==> src/mat4mul_pkg.sv <==
// shared types and constants of the 4x4 fixed-point matrix multiplier
package mat4mul_pkg;

    // matrix geometry
    localparam int DIM   = 4;
    localparam int CELLS = DIM * DIM;
    localparam int IDX_W = $clog2(CELLS);

    // one element takes two half-width products per term, four terms
    localparam int STEP_W = IDX_W + $clog2(DIM) + 1;
    localparam logic [STEP_W-1:0] STEP_LAST = {STEP_W{1'b1}};

    // request kinds
    typedef logic [1:0] t_op;
    localparam t_op OP_LOAD_A   = 2'd0;
    localparam t_op OP_LOAD_B   = 2'd1;
    localparam t_op OP_MULTIPLY = 2'd2;

    // control tag that follows each partial product down the datapath
    typedef struct packed {
        logic             first;
        logic             last;
        logic             half;
        logic [IDX_W-1:0] elem;
    } t_tag;

endpackage

==> src/mat4mul_store.sv <==
// matrix storage, step sequencer and operand fetch of the matrix multiplier
module mat4mul_store #(
    parameter int VALUE_WIDTH = 32
) (
    input  logic                          i_clk,
    input  logic                          i_rst_n,
    input  logic                          i_en,
    input  logic                          i_accept,
    input  mat4mul_pkg::t_op              i_op,
    input  logic [1:0]                    i_row,
    input  logic [1:0]                    i_col,
    input  logic signed [VALUE_WIDTH-1:0] i_value,
    output logic                          o_busy,
    output logic                          o_valid,
    output mat4mul_pkg::t_tag             o_tag,
    output logic signed [VALUE_WIDTH-1:0] o_a,
    output logic signed [VALUE_WIDTH-1:0] o_b
);
    import mat4mul_pkg::*;

    logic signed [VALUE_WIDTH-1:0] r_left  [CELLS];
    logic signed [VALUE_WIDTH-1:0] r_right [CELLS];

    logic              r_busy;
    logic [STEP_W-1:0] r_step;
    logic              r_valid;
    t_tag              r_tag;
    t_tag              n_tag;
    logic signed [VALUE_WIDTH-1:0] r_a;
    logic signed [VALUE_WIDTH-1:0] r_b;

    logic [1:0]       step_i;
    logic [1:0]       step_j;
    logic [1:0]       step_k;
    logic [IDX_W-1:0] a_idx;
    logic [IDX_W-1:0] b_idx;

    // step decode: element, term, half of the right operand
    assign step_i = r_step[STEP_W-1 -: 2];
    assign step_j = r_step[STEP_W-3 -: 2];
    assign step_k = r_step[2:1];
    assign a_idx  = {step_i, step_k};
    assign b_idx  = {step_k, step_j};

    always_comb begin
        n_tag.elem  = r_step[STEP_W-1 -: IDX_W];
        n_tag.half  = r_step[0];
        n_tag.first = (step_k == 2'd0) && !r_step[0];
        n_tag.last  = (step_k == 2'(DIM - 1)) && r_step[0];
    end

    // element writes
    always_ff @(posedge i_clk) begin
        if (i_accept && (i_op == OP_LOAD_A)) begin
            r_left[{i_row, i_col}] <= i_value;
        end
        if (i_accept && (i_op == OP_LOAD_B)) begin
            r_right[{i_row, i_col}] <= i_value;
        end
    end

    // operand fetch for the step being issued
    always_ff @(posedge i_clk) begin
        if (i_en) begin
            r_a   <= r_left[a_idx];
            r_b   <= r_right[b_idx];
            r_tag <= n_tag;
        end
    end

    // sequencer: a multiply request walks all steps once
    always_ff @(posedge i_clk) begin
        if (!i_rst_n) begin
            r_busy  <= 1'b0;
            r_step  <= '0;
            r_valid <= 1'b0;
        end else begin
            if (i_en) begin
                r_valid <= r_busy;
            end
            if (i_accept && (i_op == OP_MULTIPLY)) begin
                r_busy <= 1'b1;
                r_step <= '0;
            end else if (r_busy && i_en) begin
                r_step <= r_step + STEP_W'(1);
                if (r_step == STEP_LAST) begin
                    r_busy <= 1'b0;
                end
            end
        end
    end

    assign o_busy  = r_busy;
    assign o_valid = r_valid;
    assign o_tag   = r_tag;
    assign o_a     = r_a;
    assign o_b     = r_b;

    // the sequencer only goes idle after the final step
    a_busy_ends_on_last_step: assert property (@(posedge i_clk) disable iff (!i_rst_n)
        $fell(r_busy) |-> ($past(r_step) == STEP_LAST))
        else $error("sequencer left busy before the final step");

endmodule

==> src/mat4mul_mac.sv <==
// shared multiplier, accumulator and saturation of the matrix multiplier
module mat4mul_mac #(
    parameter int VALUE_WIDTH = 32,
    parameter int FRAC_BITS   = 16
) (
    input  logic                                     i_clk,
    input  logic                                     i_rst_n,
    input  logic                                     i_en,
    input  logic                                     i_valid,
    input  mat4mul_pkg::t_tag                        i_tag,
    input  logic signed [VALUE_WIDTH-1:0]            i_a,
    input  logic signed [VALUE_WIDTH-1:0]            i_b,
    output logic                                     o_done,
    output logic [mat4mul_pkg::IDX_W-1:0]            o_elem,
    output logic [VALUE_WIDTH-1:0]                   o_value,
    output logic                                     o_overflow
);
    import mat4mul_pkg::*;

    // right operand is split into an unsigned low half and a signed high half
    localparam int HALF_W = (VALUE_WIDTH + 1) / 2;
    localparam int HIGH_W = VALUE_WIDTH - HALF_W;
    localparam int BOP_W  = HALF_W + 1;
    localparam int PROD_W = VALUE_WIDTH + BOP_W;
    localparam int ACC_W  = 2 * VALUE_WIDTH + 2;
    localparam logic [VALUE_WIDTH-1:0] MAX_VAL = {1'b0, {(VALUE_WIDTH-1){1'b1}}};

    logic signed [HIGH_W-1:0] b_high;
    logic signed [BOP_W-1:0]  b_high_ext;
    logic signed [BOP_W-1:0]  b_low_ext;
    logic signed [BOP_W-1:0]  b_op;

    logic                     r_v2;
    t_tag                     r_tag2;
    logic signed [PROD_W-1:0] r_prod;

    logic                     r_v3;
    t_tag                     r_tag3;
    logic signed [ACC_W-1:0]  r_acc;
    logic signed [ACC_W-1:0]  prod_ext;
    logic signed [ACC_W-1:0]  addend;
    logic signed [ACC_W-1:0]  n_acc;

    logic signed [ACC_W-1:0]           shifted;
    logic [ACC_W-VALUE_WIDTH:0]        upper;
    logic                              fits;

    // half select of the right operand
    assign b_high     = i_b[VALUE_WIDTH-1:HALF_W];
    assign b_high_ext = BOP_W'(b_high);
    assign b_low_ext  = {1'b0, i_b[HALF_W-1:0]};
    assign b_op       = i_tag.half ? b_high_ext : b_low_ext;

    // weight the high half and accumulate over the four terms
    assign prod_ext = ACC_W'(r_prod);
    assign addend   = r_tag2.half ? (prod_ext <<< HALF_W) : prod_ext;
    assign n_acc    = (r_tag2.first ? ACC_W'(0) : r_acc) + addend;

    always_ff @(posedge i_clk) begin
        if (i_en) begin
            r_prod <= PROD_W'(i_a) * PROD_W'(b_op);
            r_tag2 <= i_tag;
            r_tag3 <= r_tag2;
            if (r_v2) begin
                r_acc <= n_acc;
            end
        end
    end

    always_ff @(posedge i_clk) begin
        if (!i_rst_n) begin
            r_v2 <= 1'b0;
            r_v3 <= 1'b0;
        end else if (i_en) begin
            r_v2 <= i_valid;
            r_v3 <= r_v2;
        end
    end

    // scale back and clamp to the element range
    assign shifted = r_acc >>> FRAC_BITS;
    assign upper   = shifted[ACC_W-1:VALUE_WIDTH-1];
    assign fits    = (&upper) || !(|upper);

    assign o_done     = r_v3 && r_tag3.last;
    assign o_elem     = r_tag3.elem;
    assign o_value    = fits ? shifted[VALUE_WIDTH-1:0]
                             : (shifted[ACC_W-1] ? ~MAX_VAL : MAX_VAL);
    assign o_overflow = !fits;

    // a stalled datapath must not disturb a running sum
    a_acc_holds_on_stall: assert property (@(posedge i_clk) disable iff (!i_rst_n)
        (r_v3 && !i_en) |=> $stable(r_acc))
        else $error("accumulator changed while stalled");

endmodule

==> src/matrix4x4_multiply.sv <==
// top level of the 4x4 signed fixed-point matrix multiplier
//
// A load request (tuser 0 for A, 1 for B) writes one element. A multiply
// request (tuser 2) holds the input side not ready while the sequencer walks
// its steps: each of the 16 product elements needs four terms, and each term
// goes through the single shared multiplier as two half-width partial
// products. Each result passes the operand fetch, product, accumulator and
// output registers, and results leave in row-major order, tlast on row 3
// column 3. A stalled output stalls the whole datapath. Results are the exact
// sum shifted right by FRAC_BITS (rounding towards minus infinity) and
// saturated, with tuser set when saturation happened. Code 3 is ignored.
// Elements must be written before a multiply reads them.
module matrix4x4_multiply #(
    parameter int VALUE_WIDTH = 32,
    parameter int FRAC_BITS   = 16
) (
    input  logic                                      i_clk,
    input  logic                                      i_rst_n,
    input  logic                                      i_s_axis_tvalid,
    output logic                                      o_s_axis_tready,
    // row[1:0], col[3:2], value, zero fill
    input  logic [((VALUE_WIDTH+4+7)/8)*8-1:0]        i_s_axis_tdata,
    // operation[1:0]
    input  logic [1:0]                                i_s_axis_tuser,
    output logic                                      o_m_axis_tvalid,
    input  logic                                      i_m_axis_tready,
    // out_row[1:0], out_col[3:2], out_value, zero fill
    output logic [((VALUE_WIDTH+4+7)/8)*8-1:0]        o_m_axis_tdata,
    // overflow
    output logic                                      o_m_axis_tuser,
    output logic                                      o_m_axis_tlast
);
    import mat4mul_pkg::*;

    localparam int TDATA_W = ((VALUE_WIDTH + 4 + 7) / 8) * 8;
    localparam logic [IDX_W-1:0] ELEM_LAST = IDX_W'(CELLS - 1);

    logic                          accept;
    logic                          en;
    logic                          busy;
    logic                          fetch_valid;
    t_tag                          fetch_tag;
    logic signed [VALUE_WIDTH-1:0] fetch_a;
    logic signed [VALUE_WIDTH-1:0] fetch_b;
    logic                          mac_done;
    logic [IDX_W-1:0]              mac_elem;
    logic [VALUE_WIDTH-1:0]        mac_value;
    logic                          mac_overflow;

    logic                          r_out_valid;
    logic [IDX_W-1:0]              r_elem;
    logic [VALUE_WIDTH-1:0]        r_value;
    logic                          r_overflow;

    // request handshake and datapath advance
    assign accept          = i_s_axis_tvalid && o_s_axis_tready;
    assign o_s_axis_tready = !busy;
    assign en              = !r_out_valid || i_m_axis_tready;

    mat4mul_store #(
        .VALUE_WIDTH (VALUE_WIDTH)
    ) u_store (
        .i_clk    (i_clk),
        .i_rst_n  (i_rst_n),
        .i_en     (en),
        .i_accept (accept),
        .i_op     (i_s_axis_tuser),
        .i_row    (i_s_axis_tdata[1:0]),
        .i_col    (i_s_axis_tdata[3:2]),
        .i_value  (i_s_axis_tdata[4 +: VALUE_WIDTH]),
        .o_busy   (busy),
        .o_valid  (fetch_valid),
        .o_tag    (fetch_tag),
        .o_a      (fetch_a),
        .o_b      (fetch_b)
    );

    mat4mul_mac #(
        .VALUE_WIDTH (VALUE_WIDTH),
        .FRAC_BITS   (FRAC_BITS)
    ) u_mac (
        .i_clk      (i_clk),
        .i_rst_n    (i_rst_n),
        .i_en       (en),
        .i_valid    (fetch_valid),
        .i_tag      (fetch_tag),
        .i_a        (fetch_a),
        .i_b        (fetch_b),
        .o_done     (mac_done),
        .o_elem     (mac_elem),
        .o_value    (mac_value),
        .o_overflow (mac_overflow)
    );

    // output register
    always_ff @(posedge i_clk) begin
        if (!i_rst_n) begin
            r_out_valid <= 1'b0;
        end else if (en) begin
            r_out_valid <= mac_done;
        end
    end

    always_ff @(posedge i_clk) begin
        if (en && mac_done) begin
            r_elem     <= mac_elem;
            r_value    <= mac_value;
            r_overflow <= mac_overflow;
        end
    end

    assign o_m_axis_tvalid = r_out_valid;
    assign o_m_axis_tdata  = TDATA_W'({r_value, r_elem[1:0], r_elem[3:2]});
    assign o_m_axis_tuser  = r_overflow;
    assign o_m_axis_tlast  = (r_elem == ELEM_LAST);

    // tlast only ever marks the bottom-right element
    a_last_is_corner: assert property (@(posedge i_clk) disable iff (!i_rst_n)
        (o_m_axis_tvalid && o_m_axis_tlast) |->
            (o_m_axis_tdata[1:0] == 2'(DIM - 1)) && (o_m_axis_tdata[3:2] == 2'(DIM - 1)))
        else $error("tlast on an element other than the last");

    // a multiply request closes the input side straight away
    a_multiply_blocks_input: assert property (@(posedge i_clk) disable iff (!i_rst_n)
        (accept && (i_s_axis_tuser == OP_MULTIPLY)) |=> !o_s_axis_tready)
        else $error("input ready while a multiply is running");

endmodule

==> config.mk <==
export PLATFORM = sky130hd
export DESIGN_NAME = matrix4x4_multiply
export DESIGN_NICKNAME = d
export VERILOG_FILES = /design/src/mat4mul_pkg.sv /design/src/mat4mul_store.sv /design/src/mat4mul_mac.sv /design/src/matrix4x4_multiply.sv
export SDC_FILE = /design/constraint.sdc
export NUM_CORES = 2
export LEC_CHECK = 0
export ABC_AREA = 1
export BUFFER_PORTS_ARGS = -buffer_cell sky130_fd_sc_hd__buf_4
export CAP_MARGIN = 20
export CORE_MARGIN = 2
export CORE_UTILIZATION = 30
export CTS_CLUSTER_DIAMETER = 40
export DETAILED_ROUTE_END_ITERATION = 12
export SLEW_MARGIN = 20
export SYNTH_ARGS = -nofsm -noshare
export SYNTH_HDL_FRONTEND = slang
export SYNTH_SLANG_ARGS = --single-unit
==> constraint.sdc <==
create_clock -name i_clk -period 7.67 [get_ports i_clk]
set_input_delay 0.767 -clock i_clk [delete_from_list [all_inputs] [get_ports i_clk]]
set_output_delay 0.767 -clock i_clk [all_outputs]
set_load 0.1 [all_outputs]
Word-level counts from Yosys, hierarchy flattened
Memories as Yosys holds them, arrays and structs flattened. A register that Yosys moved wholly into a read port is not among the register bits.
Index checks and enable logic that the tools add are counted.
- equal/unequal tests: 5
- muxes and demuxes: 12
- add/sub/neg operators: 2
- bitwise operators: 1
- $mul: 1
- reductions and logical operators: 25
- operator list (kind ; number):
    $add A66 B65 Y66 ; 1
    $mux W66 ; 1
    $mux W32 ; 2
    $mux W64 ; 1
    $mul A32 B17 Y49 ; 1
    $reduce_and A19 Y1 ; 1
    $reduce_or A19 Y1 ; 1
    $mux W17 ; 1
    $logic_and A1 B1 Y1 ; 9
    $add A7 B1 Y7 const B ; 1
    $eq A7 B7 Y1 const B ; 1
    $mux W1 ; 7
    $logic_not A1 Y1 ; 5
    $eq A2 B2 Y1 const B ; 2
    $eq A4 B4 Y1 const B ; 1
    $logic_not A2 Y1 ; 2
    $reduce_and A2 Y1 ; 2
    $reduce_bool A2 Y1 ; 2
    $eq A2 B1 Y1 const B ; 1
    $logic_or A1 B1 Y1 ; 2
    $reduce_or A2 Y1 ; 1
    $not A1 Y1 ; 1
- bits in registers: 183
- logic and storage cells: 69
- input bits: 46
- memories: 2
- bits in writable memories: 1024
- memory list (name ; words ; bits a word ; rd ports ; clocked after Yosys merged registers in ; write ports ; line ; text):
    u_store.r_left ; 16 ; 32 ; 1 ; 1 ; 1 ; mat4mul_store.sv:21 ; logic signed [VALUE_WIDTH-1:0] r_left [CELLS];
    u_store.r_right ; 16 ; 32 ; 1 ; 1 ; 1 ; mat4mul_store.sv:22 ; logic signed [VALUE_WIDTH-1:0] r_right [CELLS];

Longest topological paths before layout
- depth after elaboration: 5
- gate-level depth with buffers: 32

Hierarchy
Synthesis repeated with hierarchy kept, for this count alone.
- cells, all modules: 8471
- area, all modules: 78287.6 um^2
- modules (own cells, without submodules) (module ; area an instance (um^2) ; seq. area each (um^2) ; instances ; cells each):
    mat4mul_store ; 46618.5 ; 33061.7 ; 1 ; 4314
    mat4mul_mac ; 30450.5 ; 3853.7 ; 1 ; 4102
    matrix4x4_multiply ; 1218.7 ; 1131.1 ; 1 ; 55

Worst setup path after synthesis
Ideal clock, no wire load.
- path kind: register -> register
- start point: register u_store.r_tag, in the netlist u_store.o_tag[4]
- end point: register u_mac.r_prod[48], data pin
- path slack: 1.563 ns
- data required time: 7.417 ns
- stages on the path, launching flop included: 23
- path buffers: 3
- clock period less this slack: 6.107 ns
- arrival time: 5.853 ns
- cell sequence: edfxtp_1 buf_2 buf_2 or2_2 nand2_1 buf_2 nor2_1 fa_1 fa_1 inv_1 fa_1 fa_1 fa_1 fa_1 inv_1 ha_1 nand2_1 nor2_1 nand2_1 nor3_1 nand3_1 nand3_1 nand2_1
- cells in the longest elaborated chain, start to end: 2
- RTL lines (element ; line ; text):
    start, declared ; mat4mul_store.sv:27 ; t_tag r_tag;
    start signal, assigned ; mat4mul_store.sv:67 ; r_tag <= n_tag;
    $mux W17 ; mat4mul_mac.sv:52 ; assign b_op = i_tag.half ? b_high_ext : b_low_ext;
    $mul A32 B17 Y49 ; mat4mul_mac.sv:61 ; r_prod <= PROD_W'(i_a) * PROD_W'(b_op);
    end signal, assigned ; mat4mul_mac.sv:61 ;
    end, declared ; mat4mul_mac.sv:35 ; logic signed [PROD_W-1:0] r_prod;
Every way passes these cells.
A chain may end at the register's enable or synchronous reset.

Worst setup path after layout
- start point: register u_store.r_tag, in the netlist u_store.o_tag[4]
- end point: register u_mac.r_prod[36], data pin
The elaborated chain is that of the path after synthesis.

==> impl_metrics.env <==
export IMPL_grt_pass1_wl_um=322100
export IMPL_grt_max_degree=201
export IMPL_synth_simple_area_share=0.1349
export IMPL_hold_violations=0
export IMPL_final_antenna_net_count=0
export IMPL_coreArea_mm2=0.2453
export IMPL_overflow=0
export IMPL_synth_top_family_by_area="adder cells"
export IMPL_critPathTopFamily="adder cells"
export IMPL_synth_xor_area_frac=0.008187
export IMPL_final_nets=7946
export IMPL_syn_area_mm2=0.07382
export IMPL_cts_buffers=174
export IMPL_post_route_min_period_ps=7166
export IMPL_maxSlewViolCount=0
export IMPL_end_kind="register"
export IMPL_ys_seq_elements=1271
export IMPL_ys_warn_count=0
export IMPL_routedWlPerCell_um=20.15
export IMPL_io_pins=90
export IMPL_syn_avg_cell_area_um2=10.35
export IMPL_path_buf_inv=9
export IMPL_required_ps=8220
export IMPL_ys_types=54
export IMPL_critical_path_class="register to register"
export IMPL_cts_clk_slew_worst_paths_ps=60
export IMPL_max_stage_delay_ps=550
export IMPL_cts_sinks=1271
export IMPL_critical_path_slowest_cell="fa_1"
export IMPL_drt_vias_per_instance=4.911
export IMPL_numPortBuffers=81
export IMPL_worst_pin_slew_ps=1053
export IMPL_synth_flop_cell="edfxtp_1"
export IMPL_cts_hold_buf=0
export IMPL_htreeDepth=4
export IMPL_vias=51910
export IMPL_start_util=0.3010
export IMPL_finalWeightedCongestion=0.9450
export IMPL_setup_tns_ps=0
export IMPL_die_h_um=500.1
export IMPL_cts_root_buf="clkbuf_16"
export IMPL_synth_compound_area_share=0.09553
export IMPL_finalSetupViolations=0
export IMPL_cts_resized=0
export IMPL_syn2layout_area_growth_pct=14.23
export IMPL_totalWireLength_um=213000
export IMPL_dr_first_iter_drc_count=4529
export IMPL_fillCellCount=24200
export IMPL_finClkSkew_ps=107.1
export IMPL_drv_cap=0
export IMPL_synthMuxAreaShare=0.0002712
export IMPL_drc_errors=0
export IMPL_dieArea_mm2=0.2501
export IMPL_insertion_delay_ps=840
export IMPL_grt_pass1_vias=52460
export IMPL_row_count=182
export IMPL_cts_max_path_buffers=3
export IMPL_synth_edf_count=1259
export IMPL_dp_hpwl_um=145500
export IMPL_final_cell_mix="edfxtp_1 (1259), nor2_1 (1154), nand2_1 (1035)"
export IMPL_synth_adder_area_share=0.1722
export IMPL_synth_seq_area_share=0.5154
export IMPL_async_flop_share=0
export IMPL_hp_class="input port to register"
export IMPL_antenna_found_initial=3
export IMPL_grtUsageTotal=0.1681
export IMPL_cts_setup_buffers=0
export IMPL_cts_tree="yes"
export IMPL_mostFrequentLayoutCell="edfxtp_1"
export IMPL_outcome="completed"
export IMPL_start_kind="register"
export IMPL_relSlewSlack=0.2981
export IMPL_max_freq_mhz=139.5
export IMPL_critPathArrivalTime_ps=7720
export IMPL_period_share=0.9343
export IMPL_drtPass1Iterations=6
export IMPL_path_max_fanout=28
export IMPL_drive_gt1_frac=0.08684
export IMPL_netlist_instances=7134
export IMPL_rsz0062_at_grt="false"
export IMPL_die_width_um=500.1
-- through the flow --
| stage | cell area, µm² | setup slack, ps | util | instances | hold slack [ps] |
|---|---|---|---|---|---|
| after detailed placement | 78250 | 630.7 | 0.3191 | 10240 | 405.6 |
| final | 84320 | 503.9 | 0.3438 | 10570 | 248.0 |
| after global routing | 84320 | 211.7 | 0.3438 | 10570 | 234.4 |
| after CTS | 84320 | 642.4 | 0.3438 | 10570 | 193.0 |
| after global placement | 78170 | 711.5 | 0.3187 | 10240 | 401.8 |
| after floorplan | 73830 | 1563 | - | 7137 | 400.3 |
-- logic make-up (layout without fill, tap and decap cells) --
| kind of cell | count (synthesis) | after routing |
|---|---|---|
| adders and majority gates | 703 | 703 |
| and+or+nand+nor | 2505 | 2505 |
| xor gates and xnor gates | 69 | 69 |
| muxes | 2 | 2 |
| buffers and inverters | 1343 | 1553 |
| AOI/OAI and AO/OA | 1240 | 1240 |
| other | 1 | 7 |
| DFF | 1271 | 1271 |
-- flip-flops by register name (all words and copies together) (netlist names) --
name	count
o_m_axis_tuser	1
u_store.o_b	32
r_elem	4
u_mac.r_prod	49
u_store.r_left	512
u_mac.r_acc	66
u_mac.o_elem	4
r_value	32
o_m_axis_tvalid	1
u_mac.r_tag2	7
u_store.o_valid	1
u_store.r_right	512
u_mac.r_tag3	1
u_store.r_step	7
u_mac.r_v3	1
u_mac.r_v2	1
u_store.o_tag	7
u_store.o_busy	1
u_store.o_a	32
-- cell type report --
cell class	count	area [µm²]	share of cell area
Sequential cell	1271	38070	0.4514
Antenna cell	3	7.507	0.00008903
Clock buffer	188	4407	0.05226
Multi-Input combinational cell	4523	30640	0.3634
Inverter	1027	3876	0.04597
Timing Repair Buffer	200	1637	0.01941
Tap cell	3220	4029	0.04778
Clock inverter	138	1662	0.01970
-- routing by layer --
metal / vias up / global-route usage / share of wire / routed length (µm)
met5: - / 0 / 0.000075 / 16
met4: 2 / 0.05536 / 0.032 / 6776
met3: 383 / 0.03076 / 0.068 / 14510
li1: 23840 / - / - / -
met2: 1820 / 0.2831 / 0.48 / 102200
met1: 25870 / 0.2174 / 0.42 / 89480
-- Yosys cell counts (4+ instances only) --
cell      number  share of area
edfxtp_1    1259           0.51
inv_2         11        0.00056
buf_1         12        0.00061
nor3_1        22         0.0015
xnor2_1       12         0.0014
xor2_1        57         0.0068
nand2_1     1035          0.053
nand3b_1       4        0.00041
inv_1       1008          0.051
o21ai_0      676          0.046
nor2_1      1187          0.060
clkinv_1       5        0.00025
o211ai_1      24         0.0024
nor4_1        11        0.00093
nor2_2         8        0.00068
o211ai_2       7         0.0012
a21oi_2        4        0.00047
buf_2         89         0.0060
o221ai_1      97          0.012
clkbuf_2       4        0.00027
dfxtp_1       12         0.0033
ha_1         181          0.031
buf_6         21         0.0032
nand3_1      136         0.0092
a21oi_1      150          0.010
clkbuf_1     164         0.0083
o21ai_1       50         0.0034
o21bai_1      25         0.0025
or2_2         25         0.0021
buf_4         26         0.0026
nand2_2       26         0.0022
fa_1         522           0.14
a21o_1         4        0.00041
nand4_1       39         0.0033
o22ai_1      190          0.016
-- path summary, 6_finish.rpt --
path                                       start                to  slack (ps)  depth (start not counted)
worst max-delay path            u_store.o_tag[4]  u_mac.r_prod[36]         500                         27
worst min-delay path                     i_rst_n        u_mac.r_v2         250                          3
worst max register to register  u_store.o_tag[4]  u_mac.r_prod[36]         500                         27
worst min register to register   u_mac.r_tag2[1]   u_mac.o_elem[1]         420                          0
-- worst reg2reg max path, delay by kind of cell (launching register included) --
kind,cells,cell delay [ps]
simple gates,10,1740
flops,1,360
buf+inv,9,1140
compound gates,1,280
fa+ha+maj,7,3390
Power is left out: the tool's default activity adds up to more than one toggle a clock period on the data nets, which glitch-free logic cannot reach.
